### config.mk
export PLATFORM = sky130hd
export DESIGN_NAME = efr_queue
export DESIGN_NICKNAME = d
export VERILOG_FILES = /design/src/design/efr_pkg.sv /design/src/design/efr_queue.sv
export SDC_FILE = /design/constraint.sdc
export NUM_CORES = 1
export LEC_CHECK = 0
export ABC_AREA = 1
export BUFFER_PORTS_ARGS = -buffer_cell sky130_fd_sc_hd__buf_4
export CAP_MARGIN = 20
export CORE_ASPECT_RATIO = 0.8
export CORE_MARGIN = 1.5
export CORE_UTILIZATION = 49
export CTS_BUF_LIST = sky130_fd_sc_hd__clkbuf_4
export DETAILED_ROUTE_END_ITERATION = 6
export GPL_TIMING_DRIVEN = 0
export HOLD_SLACK_MARGIN = 0.08
export PLACE_DENSITY = 0.77
export SYNTH_ARGS = -nofsm -noshare
export SYNTH_HDL_FRONTEND = slang
export SYNTH_SLANG_ARGS = --single-unit
export TNS_END_PERCENT = 50
### constraint.sdc
create_clock -name clock -period 13 [get_ports clock]
set_input_delay 2.6 -clock clock [delete_from_list [all_inputs] [get_ports clock]]
set_output_delay 2.6 -clock clock [all_outputs]
set_load 0.1 [all_outputs]
### src/design/efr_pkg.sv
`timescale 1ns / 1ps
`default_nettype none
// ----------------------------------------------------------------------------
// efr_pkg
// types and constants shared by the edge function triangle fill block
// ----------------------------------------------------------------------------
package efr_pkg;

   localparam int COORD_W = 12;
   localparam int DELTA_W = 13;
   localparam int PROD_W  = 26;
   localparam int EDGE_W  = 28;
   localparam int SIZE_W  = 7;
   localparam int MASK_W  = 64;

   localparam logic [2:0] ADDR_WIDTH  = 3'd0;
   localparam logic [2:0] ADDR_HEIGHT = 3'd4;

   typedef struct packed {
      logic signed [COORD_W-1:0] first_x;
      logic signed [COORD_W-1:0] first_y;
      logic signed [COORD_W-1:0] second_x;
      logic signed [COORD_W-1:0] second_y;
      logic signed [COORD_W-1:0] third_x;
      logic signed [COORD_W-1:0] third_y;
      logic [31:0]               fill_rgba;
   } req_type;

   typedef struct packed {
      logic [5:0]        row_index;
      logic [MASK_W-1:0] coverage_mask;
      logic [31:0]       row_rgba;
      logic              last_row;
   } rsp_type;

   typedef struct packed {
      logic [2:0][EDGE_W-1:0]  base;
      logic [2:0][DELTA_W-1:0] dx;
      logic [2:0][DELTA_W-1:0] dy;
      logic [SIZE_W-1:0]       lo_x;
      logic [SIZE_W-1:0]       hi_x;
      logic [SIZE_W-1:0]       lo_y;
      logic [SIZE_W-1:0]       hi_y;
      logic [31:0]             rgba;
   } job_type;

endpackage
`default_nettype wire

### src/design/efr_queue.sv
`timescale 1ns / 1ps
`default_nettype none
// ----------------------------------------------------------------------------
// efr_queue
// two entry queue of set-up triangles between front and back
// ----------------------------------------------------------------------------
module efr_queue (
   input  wire                 clock,
   input  wire                 reset,
   input  wire                 push,
   input  efr_pkg::job_type    push_job,
   input  wire                 pop,
   output efr_pkg::job_type    head_job,
   output logic                not_empty,
   output logic                full,
   output logic [1:0]          count
);
   import efr_pkg::*;

   job_type    entry_ff [2];
   logic       wr_ff, rd_ff;
   logic [1:0] count_ff;

   assign head_job  = entry_ff[rd_ff];
   assign not_empty = (count_ff != 2'd0);
   assign full      = (count_ff == 2'd2);
   assign count     = count_ff;

   always_ff @(posedge clock) begin
      if (reset) begin
         wr_ff <= 1'b0;
         rd_ff <= 1'b0;
         count_ff <= 2'd0;
      end else begin
         if (push) wr_ff <= ~wr_ff;
         if (pop) rd_ff <= ~rd_ff;
         count_ff <= count_ff + 2'(push) - 2'(pop);
      end
      if (push) entry_ff[wr_ff] <= push_job;
   end

endmodule
`default_nettype wire

==> metrics, run 1 <==
min cycle time layout 4.79 ns; reg2reg setup slack 10.84 ns; Hold Fails Final Rpt 0; routed wire length 37000 um; crit path max fanout 10; Mapped Area 0.0170 sq mm; Sw Share 0.331; critical path startpoint category register; P_int 0.00254 W; maximum clock rate 209 MHz; Post-synth EDFFs 444; Max stage delay on crit path 0.32 ns; RR Endpoint entry_ff[0][64]; first-pass GRT wire length 53500 um; root buffer cell clkbuf_4; CTS buffer count 107; Mapped Nets 950; Hold Slack 0.541 ns; fin nets 1519; Clk pin slew, worst setup/hold paths 0.06 ns; Hold Buf Count CTS 0; core box area 0.0339 sq mm; Final ANT Viol Nets 0; final core utilization 0.667; Commonest cells post-synth edfxtp_1 (444), mux2_4 (180), mux2_2 (42), buf_6 (10), buf_8 (10); H-tree depth 3; clk sinks 449; initial antenna violation count 1; 1st-iter DRT viols about 330; total negative slack 0 ns; Routed WL per cell 20.1 um; r2r startpoint wr_ff; CTS tree built; Seq/Total Area, Yosys 0.789; final setup vio count 0; CP max stage cell dfxtp_1; period utilisation layout 0.368; area share of the largest cell type after synthesis 0.783; worst-skew pair later-pin latency 0.74 ns; initial core utilization 0.502; Worst Reg-to-Reg Cells 5; Avg Cell Area, Syn 23.6 sq um; Mapped Cells 722; register share of total power 0.446; max_cap viols 0; Sw Pwr about 0.0013 W; RSZ-0062 raised after global routing false; P per Cell Area 168 mW/mm^2; Final Wtd Congestion 0.761; layout cell share with drive strength beyond 1 0.641; Max Transition Viols Final 0; Crit Path Class reg2out; Clk pwr share 0.298; vias per cell 4.82; async set-reset flop share out of synthesis 0; Longest Clk Path Bufs 3; Combinational Power Share 0.256; Yosys warnings 0; total track usage 0.203; Yosys reg bits 449; die height 170 um; Least-Margin Pin Slew around 0.83 ns; top cell type by total area after synthesis edfxtp_1; DP Wirelength about 26000 um; Netlist cell types 16; pin count of the biggest net entering global routing 121; Arr. time, crit path 2.19 ns; post-cts resize count 0; Via Count ~9000; first-pass iteration count of the detailed router 5; row count 60; DRC 0; cell with the most instances after synthesis edfxtp_1; worst hold path class reg2reg; Critical Path End Type output port; vias in the first global route between 9000 and 10000; cell family with the largest share of critical-path delay buffers and inverters; ranking of synthesized cells by area edfxtp_1 (78%), mux2_4 (16%), mux2_2 (2.8%); hold path cells 2; Leak 9.06 nW; status completed; clk_skew 0.0331 ns; postcts setup bufs 0; Worst EP required ~10 ns; grt total ovfl 0; crit-path cells buf_6 -> buf_6 -> buf_6 -> mux2_4 -> buf_4; port bufs 451; ys flop type edfxtp_1; WP buf/inv 4; maximum vdd drop roughly 0.14 mV; Worst slew margin 0.445; number of filler cells placed in the layout 2311; width of the die 211 um; I/O Pins 452; most used cell, CP buf_6; area growth from synthesis to layout 32.8%; die footprint between 0.03 and 0.04 sq mm; hold path startpoint rd_ff
how the worst max path moves through the flow:
stage	cells after the start	start	endpoint
after floorplan	2	push	entry_ff[0][0]
after global placement	3	push	entry_ff[0][120]
after detailed placement	7	push	entry_ff[0][64]
after CTS	5	register	head_job[181]
after global routing	5	register	head_job[201]
final	5	register	head_job[141]
state kept, by name, summed over array words and instances (netlist names), named ones only:
name / count
wr_ff: 1
entry_ff: 444
count: 2
rd_ff: 1
cells in the final DEF (no fill, tap or decap), drive strengths merged:
cell,count
bufinv,1
clkinvlp,1
nand3,1
inv,10
edfxtp,444
buf,485
ha,2
dfxtp,5
clkinv,26
nand2,5
xnor2,1
mux2,222
diode,2
nor3,1
nor2,7
a21oi,1
clkbuf,165
power groups by stage:
stage          registers [W]  logic (W)  clock network, W
3_5_place_dp         0.00173   0.000976                 0
5_1_grt              0.00170   0.000998           0.00124
4_1_cts              0.00170   0.000978           0.00117
2_1_floorplan        0.00175   0.000748                 0
3_3_place_gp         0.00176   0.000957                 0
6_report             0.00170   0.000971           0.00113
metal layers:
metal,share of wire,track usage
met1,0.36,0.217
met2,0.50,0.340
met5,0,0
met4,0.028,0.0882
met3,0.11,0.100
layout make-up:
type	instances	area [sq um]	area share
Sequential cell	449	13400	0.594
Timing Repair Buffer	460	3590	0.159
Multi-Input combinational cell	240	3280	0.145
Clock buffer	165	1240	0.0548
Tap cell	465	582	0.0257
Buffer	25	303	0.0134
Clock inverter	30	156	0.00691
Inverter	8	37.5	0.00166
Antenna cell	2	5.00	0.000221
tightest hold or removal path, cell delays in order (launching register included):
cell	delay [ns]
dfxtp_1	0.34
xnor2_1	0.09
nor2_1	0.08
per-stage QoR:
step           power, W  cell area (sq um)  worst slack, ns  instances
2_1_floorplan   0.00250              17000            0.270        722
3_3_place_gp    0.00271              21000            -5.14       1638
3_5_place_dp    0.00270              21200             8.44       1647
4_1_cts         0.00384              22600             8.07       1842
5_1_grt         0.00394              22600             8.05       1844
6_report        0.00380              22600             8.21       1844
cells by family (layout without fill, tap and decap cells):
group	after synthesis	count (layout)	synth area share
AO/OA/AOI/OAI	1	1	0.000294
XOR/XNOR	1	1	0.000514
adder cells (fa/ha/maj)	2	2	0.00147
buffers and inverters	33	688	0.0195
flip-flops	449	449	0.789
multiplexers	222	222	0.186
other	0	2	0
AND/OR/NAND/NOR	14	14	0.00323
Power figures use the tool's default switching activity.
==> run 2, diff against run 1 <==
clock period = 4.4 ns   (was 13 ns; I/O delays follow)
==> metrics, run 2 (same netlist as run 1, synthesis figures left out) <==
status completed; Max Transition Viols Final 0; grt total ovfl 0; P_int 0.00735 W; Via Count 8825; 1st-iter DRT viols ~340; total track usage 0.203; P per Cell Area 487 mW/mm^2; DRC 0; first-pass iteration count of the detailed router 4; Hold Fails Final Rpt 0; root buffer cell clkbuf_4; Layout Cells excl Fill 1831; worst hold path class in2reg; final setup vio count 0; Crit Path Class reg2out; initial core utilization 0.502; area growth from synthesis to layout 32.9%; core box area 0.0339 sq mm; most used cell, CP buf_6; Routed WL per cell 20.3 um; vias per cell 4.82; Clk pwr share 0.283; total negative slack 0 ns; port bufs 451; maximum clock rate about 330 MHz; crit path max fanout 10; Critical Path End Type output port; Combinational Power Share 0.262; die height between 150 and 200 um; Hold Buf Count CTS 0; Worst EP required 3.52 ns; Least-Margin Pin Slew 0.738 ns; postcts setup bufs 0; crit-path cells buf_6 -> buf_6 -> buf_6 -> mux2_4 -> buf_4; initial antenna violation count 4; Sw Pwr 0.00368 W; commonest cells after routing, fill and taps aside buf_4 (451), edfxtp_1 (444), mux2_4 (180); r2r startpoint wr_ff; maximum vdd drop ~0.38 mV; Leak 9.02 nW; clk sinks around 450; Sw Share 0.333; min cycle time layout 3.05 ns; vias in the first global route between 9000 and 10000; worst-skew pair later-pin latency 0.73 ns; Final Cell Area 0.0226 sq mm; Longest Clk Path Bufs 3; Arr. time, crit path between 2 and 2.5 ns; DP Wirelength 26500 um; CP max stage cell dfxtp_1; RSZ-0062 raised after global routing false; Final ANT Viol Nets 0; Max stage delay on crit path 0.32 ns; I/O Pins ~450; register share of total power 0.454; CTS tree built; Reg with most FFs entry_ff; critical path startpoint category register; dpl cells approximately 1700; pin count of the biggest net entering global routing just over 40; routed wire length 37200 um; H-tree depth 3; layout cell share with drive strength beyond 1 0.645; max_cap viols 0; number of flip-flops under the largest register name 444; width of the die 211 um; Clk pin slew, worst setup/hold paths about 0.070 ns; Cell Area, Placed around 0.021 sq mm; clk_skew 0.0354 ns; row count 60; post-cts resize count 0; hold path startpoint push_job[217]; most common cell after layout, fill and taps aside buf_4; Worst slew margin 0.507; Final Wtd Congestion 0.751; CTS buffer count 108; period utilisation layout 0.694; first-pass GRT wire length 53600 um; die footprint between 0.03 and 0.04 sq mm; fin nets 1526
-- run 2: cell count changes in the layout (fill, tap and decap cells not counted), moves of 2 or more --
cell        previous run  this run
buf_12                 7        11
buf_16                 3         5
clkbuf_4             165       155
clkinv_1              21        13
clkinv_2               3         1
clkinvlp_4             1         4
diode_2                2         4
-- run 2: path summary, 6_finish.rpt --
path,depth (start not counted),endpoint,slack [ns]
worst max-delay path,5,head_job[204],1.35
worst min-delay path,1,entry_ff[0][217],0.31
worst max register to register,6,entry_ff[0][65],1.93
worst min register to register,2,register,0.53
-- run 2: routing by layer --
layer,routed length (um),GRT usage
met5,0,0
met4,1080,0.0941
met3,4110,0.0972
met2,18500,0.342
met1,13500,0.216
-- run 2: metrics by stage --
stage | utilization | worst slack, ns | hold slack, ns | power, W
detailed placement | 0.630 | 1.22 | 0.511 | 0.00801
global route | 0.667 | 1.16 | 0.212 | 0.0114
floorplan | - | -0.232 | 0.480 | 0.00735
global placement | 0.620 | -2.43 | 0.497 | 0.00797
finish | 0.667 | 1.35 | 0.315 | 0.0110
CTS | 0.667 | 1.19 | 0.194 | 0.0112
-- run 2: cell type report --
class	instances	area [sq um]
antenna	4	10.0
buffer	25	303
clock buffer	155	1160
clock inverter	19	88.8
fill	2321	11300
inverter	8	46.3
multi-input combinational	240	3290
sequential	449	13400
tap	465	582
timing repair buffer	466	3720
-- run 2: power by group through the flow --
stage	Combinational, W	Sequential (W)	Clock (W)
finish	0.00289	0.00501	0.00312
global route	0.00297	0.00503	0.00343
floorplan	0.00221	0.00513	0
global placement	0.00284	0.00513	0
detailed placement	0.00291	0.00510	0
CTS	0.00291	0.00501	0.00323
-- run 2: worst max-delay path, delay by kind of cell (launching register included) --
kind | cells | cell delay (ns)
DFF | 1 | 0.32
buffers and inverters | 4 | 0.77
muxes | 1 | 0.32
