[src/design/efr_pkg.sv]
`timescale 1ns / 1ps
`default_nettype none
// ----------------------------------------------------------------------------
// efr_pkg
// types and constants shared by the edge function triangle fill block
// ----------------------------------------------------------------------------
package efr_pkg;

   localparam int COORD_W = 12;
   localparam int DELTA_W = 13;
   localparam int PROD_W  = 26;
   localparam int EDGE_W  = 28;
   localparam int SIZE_W  = 7;
   localparam int MASK_W  = 64;

   localparam logic [2:0] ADDR_WIDTH  = 3'd0;
   localparam logic [2:0] ADDR_HEIGHT = 3'd4;

   typedef struct packed {
      logic signed [COORD_W-1:0] first_x;
      logic signed [COORD_W-1:0] first_y;
      logic signed [COORD_W-1:0] second_x;
      logic signed [COORD_W-1:0] second_y;
      logic signed [COORD_W-1:0] third_x;
      logic signed [COORD_W-1:0] third_y;
      logic [31:0]               fill_rgba;
   } req_type;

   typedef struct packed {
      logic [5:0]        row_index;
      logic [MASK_W-1:0] coverage_mask;
      logic [31:0]       row_rgba;
      logic              last_row;
   } rsp_type;

   typedef struct packed {
      logic [2:0][EDGE_W-1:0]  base;
      logic [2:0][DELTA_W-1:0] dx;
      logic [2:0][DELTA_W-1:0] dy;
      logic [SIZE_W-1:0]       lo_x;
      logic [SIZE_W-1:0]       hi_x;
      logic [SIZE_W-1:0]       lo_y;
      logic [SIZE_W-1:0]       hi_y;
      logic [31:0]             rgba;
   } job_type;

endpackage
`default_nettype wire

[src/design/efr_front.sv]
`timescale 1ns / 1ps
`default_nettype none
// ----------------------------------------------------------------------------
// efr_front
// takes a triangle, clips its box and sets up edge values at column zero of the box's first row
// ----------------------------------------------------------------------------
module efr_front #(
   parameter int MAX_WIDTH  = 64,
   parameter int MAX_HEIGHT = 64
) (
   input  wire                          clock,
   input  wire                          reset,
   input  wire                          req_valid,
   output logic                         req_stall,
   input  efr_pkg::req_type             req_data,
   input  wire [efr_pkg::SIZE_W-1:0]    active_width,
   input  wire [efr_pkg::SIZE_W-1:0]    active_height,
   input  wire                          q_full,
   output logic                         q_push,
   output efr_pkg::job_type             q_job
);
   import efr_pkg::*;

   localparam logic [1:0] ST_IDLE = 2'd0;
   localparam logic [1:0] ST_BOX  = 2'd1;
   localparam logic [1:0] ST_MUL  = 2'd2;
   localparam logic [1:0] ST_PUSH = 2'd3;

   logic [1:0] state_ff, state_in;
   logic signed [COORD_W-1:0] vx_ff [3], vy_ff [3];
   logic signed [COORD_W-1:0] vx_in [3], vy_in [3];
   logic signed [DELTA_W-1:0] dx_ff [3], dy_ff [3];
   logic signed [DELTA_W-1:0] dx_in [3], dy_in [3];
   logic [31:0] rgba_ff, rgba_in;
   logic [SIZE_W-1:0] lox_ff, loy_ff, hix_ff, hiy_ff;
   logic [SIZE_W-1:0] lox_in, loy_in, hix_in, hiy_in;
   logic [2:0] step_ff, step_in;
   logic signed [PROD_W-1:0] prod_ff, prod_in;
   logic signed [EDGE_W-1:0] acc_ff [3], acc_in [3];

   logic signed [COORD_W-1:0] min_x, min_y, max_x, max_y;
   logic signed [DELTA_W-1:0] lo_x13, lo_y13, hi_x13, hi_y13, wlim, hlim;
   logic [SIZE_W-1:0] wcap, hcap;
   logic box_empty;
   logic [1:0] mul_edge, acc_edge;
   logic [2:0] step_m1;
   logic signed [DELTA_W-1:0] op_a, op_b;

   always_comb begin
      min_x = vx_ff[0] < vx_ff[1] ? vx_ff[0] : vx_ff[1];
      min_x = min_x < vx_ff[2] ? min_x : vx_ff[2];
      min_y = vy_ff[0] < vy_ff[1] ? vy_ff[0] : vy_ff[1];
      min_y = min_y < vy_ff[2] ? min_y : vy_ff[2];
      max_x = vx_ff[0] > vx_ff[1] ? vx_ff[0] : vx_ff[1];
      max_x = max_x > vx_ff[2] ? max_x : vx_ff[2];
      max_y = vy_ff[0] > vy_ff[1] ? vy_ff[0] : vy_ff[1];
      max_y = max_y > vy_ff[2] ? max_y : vy_ff[2];
      wcap = (active_width > SIZE_W'(MAX_WIDTH)) ? SIZE_W'(MAX_WIDTH) : active_width;
      hcap = (active_height > SIZE_W'(MAX_HEIGHT)) ? SIZE_W'(MAX_HEIGHT) : active_height;
      wlim = signed'({{(DELTA_W-SIZE_W){1'b0}}, wcap});
      hlim = signed'({{(DELTA_W-SIZE_W){1'b0}}, hcap});
      lo_x13 = min_x < 0 ? '0 : DELTA_W'(min_x);
      lo_y13 = min_y < 0 ? '0 : DELTA_W'(min_y);
      hi_x13 = DELTA_W'(max_x) > wlim ? wlim : DELTA_W'(max_x);
      hi_y13 = DELTA_W'(max_y) > hlim ? hlim : DELTA_W'(max_y);
      box_empty = (lo_x13 >= hi_x13) || (lo_y13 >= hi_y13);
   end

   always_comb begin
      mul_edge = step_ff[2:1];
      step_m1  = step_ff - 3'd1;
      acc_edge = step_m1[2:1];
      op_a = '0;
      op_b = '0;
      if (mul_edge != 2'd3) begin
         if (!step_ff[0]) begin
            op_a = signed'({{(DELTA_W-SIZE_W){1'b0}}, loy_ff}) - DELTA_W'(vy_ff[mul_edge]);
            op_b = dx_ff[mul_edge];
         end else begin
            op_a = DELTA_W'(vx_ff[mul_edge]);
            op_b = dy_ff[mul_edge];
         end
      end
   end

   always_comb begin
      state_in = state_ff;
      vx_in = vx_ff;
      vy_in = vy_ff;
      dx_in = dx_ff;
      dy_in = dy_ff;
      rgba_in = rgba_ff;
      lox_in = lox_ff;
      loy_in = loy_ff;
      hix_in = hix_ff;
      hiy_in = hiy_ff;
      step_in = step_ff;
      prod_in = prod_ff;
      acc_in = acc_ff;
      q_push = 1'b0;
      case (state_ff)
         ST_IDLE: begin
            if (req_valid) begin
               vx_in[0] = req_data.first_x;
               vy_in[0] = req_data.first_y;
               vx_in[1] = req_data.second_x;
               vy_in[1] = req_data.second_y;
               vx_in[2] = req_data.third_x;
               vy_in[2] = req_data.third_y;
               rgba_in = req_data.fill_rgba;
               state_in = ST_BOX;
            end
         end
         ST_BOX: begin
            for (int i = 0; i < 3; i++) begin
               dx_in[i] = DELTA_W'(vx_ff[(i+1)%3]) - DELTA_W'(vx_ff[i]);
               dy_in[i] = DELTA_W'(vy_ff[(i+1)%3]) - DELTA_W'(vy_ff[i]);
               acc_in[i] = '0;
            end
            lox_in = lo_x13[SIZE_W-1:0];
            loy_in = lo_y13[SIZE_W-1:0];
            hix_in = hi_x13[SIZE_W-1:0];
            hiy_in = hi_y13[SIZE_W-1:0];
            step_in = '0;
            state_in = box_empty ? ST_IDLE : ST_MUL;
         end
         ST_MUL: begin
            prod_in = op_a * op_b;
            if (step_ff != 3'd0) begin
               acc_in[acc_edge] = acc_ff[acc_edge] + EDGE_W'(prod_ff);
            end
            step_in = step_ff + 3'd1;
            if (step_ff == 3'd6) begin
               state_in = ST_PUSH;
            end
         end
         ST_PUSH: begin
            if (!q_full) begin
               q_push = 1'b1;
               state_in = ST_IDLE;
            end
         end
         default: state_in = ST_IDLE;
      endcase
   end

   always_comb begin
      for (int i = 0; i < 3; i++) begin
         q_job.base[i] = acc_ff[i];
         q_job.dx[i] = dx_ff[i];
         q_job.dy[i] = dy_ff[i];
      end
      q_job.lo_x = lox_ff;
      q_job.hi_x = hix_ff;
      q_job.lo_y = loy_ff;
      q_job.hi_y = hiy_ff;
      q_job.rgba = rgba_ff;
   end

   assign req_stall = (state_ff != ST_IDLE);

   always_ff @(posedge clock) begin
      if (reset) begin
         state_ff <= ST_IDLE;
      end else begin
         state_ff <= state_in;
      end
      vx_ff <= vx_in;
      vy_ff <= vy_in;
      dx_ff <= dx_in;
      dy_ff <= dy_in;
      rgba_ff <= rgba_in;
      lox_ff <= lox_in;
      loy_ff <= loy_in;
      hix_ff <= hix_in;
      hiy_ff <= hiy_in;
      step_ff <= step_in;
      prod_ff <= prod_in;
      acc_ff <= acc_in;
   end

endmodule
`default_nettype wire

[config.mk]
export PLATFORM = sky130hd
export DESIGN_NAME = efr_front
export DESIGN_NICKNAME = d
export VERILOG_FILES = /design/src/design/efr_pkg.sv /design/src/design/efr_front.sv
export SDC_FILE = /design/constraint.sdc
export NUM_CORES = 1
export LEC_CHECK = 0
export BUFFER_PORTS_ARGS = -buffer_cell sky130_fd_sc_hd__buf_2
export CAP_MARGIN = 20
export CORE_AREA = 2 2 220 222
export DETAILED_ROUTE_END_ITERATION = 10
export DIE_AREA = 0 0 222 224
export PLACE_DENSITY = 0.82
export SLEW_MARGIN = 20
export SYNTH_ARGS = -nofsm -noshare
export SYNTH_HDL_FRONTEND = slang
export SYNTH_SLANG_ARGS = --single-unit
export TNS_END_PERCENT = 30
[constraint.sdc]
create_clock -name clock -period 11.1 [get_ports clock]
set_input_delay 0.555 -clock clock [delete_from_list [all_inputs] [get_ports clock]]
set_output_delay 0.555 -clock clock [all_outputs]
set_load 0.03 [all_outputs]
==> impl_metrics.py <==
metrics = {
    "placed_design": {
        "dp_hpwl_microns": 69600,
        "place.gp.congestion": 1.04,
        "port_buffers": 345,
    },
    "critical_path": {
        "crit_type": "register to register",
        "worst_path_largest_cell_delay_ns": 0.86,
        "crit_path_top_delay_cell": "edfxtp_1",
        "end_kind": "register",
        "worstPathRequired_ns": 11.41,
        "critPathMaxFanout": 19,
        "crit_arrival_ns": 9.70,
        "crit_path_frequent_cell": "fa_1",
        "startpoint_type": "register",
        "timing.rr.start": "step_ff[2]",
        "critPathLaunch": "step_ff[2]",
    },
    "route": {
        "drc_errors": 0,
        "drt_iter0_drc": 2702,
        "drtPass1Iterations": 8,
        "dr_total_vias": 24200,
        "wl_microns": 89500,
        "vias_per_cell": 6.25,
        "wl_per_cell_microns": 23.1,
        "drtAntennaViolNets": 0,
    },
    "clock_network": {
        "cts_max_level": 2,
        "post_cts_resized": 0,
        "cts-buffers-inserted": 37,
        "cts_root_buffer": "clkbuf_16",
        "postCtsSetupBuffers": 0,
        "clkSinkCount": 325,
        "cts_tree": "built",
        "clk_latency_ns": 0.58,
        "clock_path_buffers": 3,
        "postCtsHoldBufs": 0,
        "clkSlewWorstSetupHoldPaths_ns": 0.06,
    },
    "global_routing": {
        "antenna_found_initial": 2,
        "grt_pass1_wl_microns": 137000,
        "grt_use_total_pct": 35.7,
        "grt_start_max_net_pins": 92,
        "gr-total-overflow": 0,
        "grt_pass1_vias": 24000,
    },
    "final_layout": {
        "register_area_sq_um": 9740,
        "final_net_count": 3790,
        "n_fill_cell": 3753,
        "multi_input_area_sq_um": 17000,
        "drive_gt1_share_pct": 15.1,
        "final_cell_mix": "463 x nand2_1, 345 x buf_2, 323 x edfxtp_1",
        "areaGrowthSynthToFinish_pct": 12.7,
        "final_common_cell": "nand2_1",
    },
    "sta": {
        "rsz0062_at_grt": "false",
        "setup_viol": 0,
        "slew_viol_final": 0,
        "setup_tns_ns": 0,
        "min_period_over_period_pct": 84.6,
        "finalHoldViolCount": 0,
        "fin_crit_ns": 9.39,
        "maxSlewHeadroom_pct": 27.4,
        "skew_ns": 0.0360,
        "worst_pin_slew_ns": 1.09,
        "timing.fmax_mhz": 106,
    },
    "run_status": {
        "status": "finished, final reports clean",
    },
    "floorplanning": {
        "ios": 346,
        "core_area_sq_um": 47300,
        "die_h_microns": 224,
        "initial_core_util_pct": 59.6,
        "rows": 80,
        "die_w_microns": 222,
        "die_area_sq_um": 49700,
    },
    "yosys": {
        "syn_nets": 3487,
        "avgSynthCellArea_sq_um": 9.63,
        "ys_warn_count": 0,
        "async_flop_share_pct": 0,
        "postSynthCellCount": 2931,
        "yosysSeqAreaShare_pct": 34.5,
        "syn_area_sq_um": 28200,
        "synth.distinct_cells": 80,
        "synth_edf_count": 323,
        "yosys_most_used_dff": "edfxtp_1",
        "postSynthRegisterBits": 325,
    },
    "worst_hold_path": {
        "hp-start": "req_data[36]",
        "hold_path_class": "primary input to register",
    },
    "job": {
        "cap_violations": 0,
    },
}
-- through the flow --
stage               utilization [%]  cell area, sq um  worst slack [ns]  std cells  hold WS [ns]
floorplan                         -             28200              2.38       2931         0.493
global placement               64.6             30600              2.11       3809         0.569
detailed placement             64.6             30600              1.85       3809         0.582
CTS                            67.1             31800              1.80       3874         0.137
global route                   67.2             31800              1.12       3875         0.143
finish                         67.2             31800              1.71       3877         0.153
-- area by class of cell --
cell class	instances	area share [%]
flip-flops and latches	325	30.6
multi-input cells	2192	53.3
well taps	615	2.42
clock buffers	45	3.07
inverters	292	3.45
repair buffers	386	6.46
clock inverters	20	0.637
diodes	2	0.0157
-- worst max-delay path, delay by kind of cell (launching register included) --
kind	cells	cell delay (ns)
fa+ha+maj	9	3.90
simple gates	11	2.65
compound gates	7	1.21
flops	1	0.86
xor+xnor	1	0.13
buf+inv	4	0.38
-- layer usage --
layer | routed length (microns) | track usage [%] | vias to the layer above
met5 | 21 | 0 | -
met2 | 41100 | 57.8 | 1445
met4 | 4710 | 16.4 | 4
met1 | 34100 | 46.2 | 11600
li1 | - | - | 10900
met3 | 9510 | 7.95 | 299
-- Yosys cell counts (7+ instances only) --
master	count	share of area [%]
nand2_1	463	6.2
edfxtp_1	323	34
inv_1	292	3.9
ha_1	264	12
o21ai_0	189	3.4
fa_1	170	12
nor2_1	139	1.8
a21oi_1	120	2.1
clkbuf_1	99	1.3
xnor2_1	76	2.4
mux2i_1	69	2.4
nand3_1	60	1.1
a21o_1	48	1.3
nor3_1	48	0.85
nor2b_1	45	1.0
a21boi_0	42	1.1
and2_1	41	0.91
a31oi_1	38	0.84
o22ai_1	38	0.84
xor2_1	38	1.2
o21a_1	32	0.85
nand2b_1	30	0.67
o211ai_1	22	0.59
mux2_2	20	0.80
nand4_1	19	0.42
and3_1	15	0.33
o21bai_1	15	0.40
buf_1	14	0.19
a211oi_1	11	0.29
a221oi_1	11	0.34
o2bb2ai_1	11	0.34
or2_2	8	0.18
o211a_1	7	0.25
-- state kept, by name, indices dropped and copies added, names as in the netlist, 3 cells and up, named ones only --
name and flops:
vy_ff 36, prod_ff 26, rgba_ff 32, step_ff 3, q_job 162, hiy_ff 7, hix_ff 7, vx_ff 36
lox_ff 7, loy_ff 7
-- cell families after synthesis --
logic type      Yosys count  synth area share (%)
mux                      94                  3.49
flops                   325                  34.5
compound gates          648                  14.8
simple gates            902                  14.3
fa+ha+maj               434                  23.8
buf+inv                 414                  5.61
xor+xnor                114                  3.54
-- path summary, 6_finish.rpt --
| check | to | depth (start not counted) | slack (ns) |
|---|---|---|---|
| worst max register to register | prod_ff[24] | 32 | 1.71 |
| worst max-delay path | prod_ff[24] | 32 | 1.71 |
| worst min-delay path | vy_ff[4] | 1 | 0.15 |
| worst min register to register | state_ff[0] | 2 | 0.59 |
Power is not shown: default switching activity piles up to over one toggle a cycle in this logic, so the estimate is an artifact.
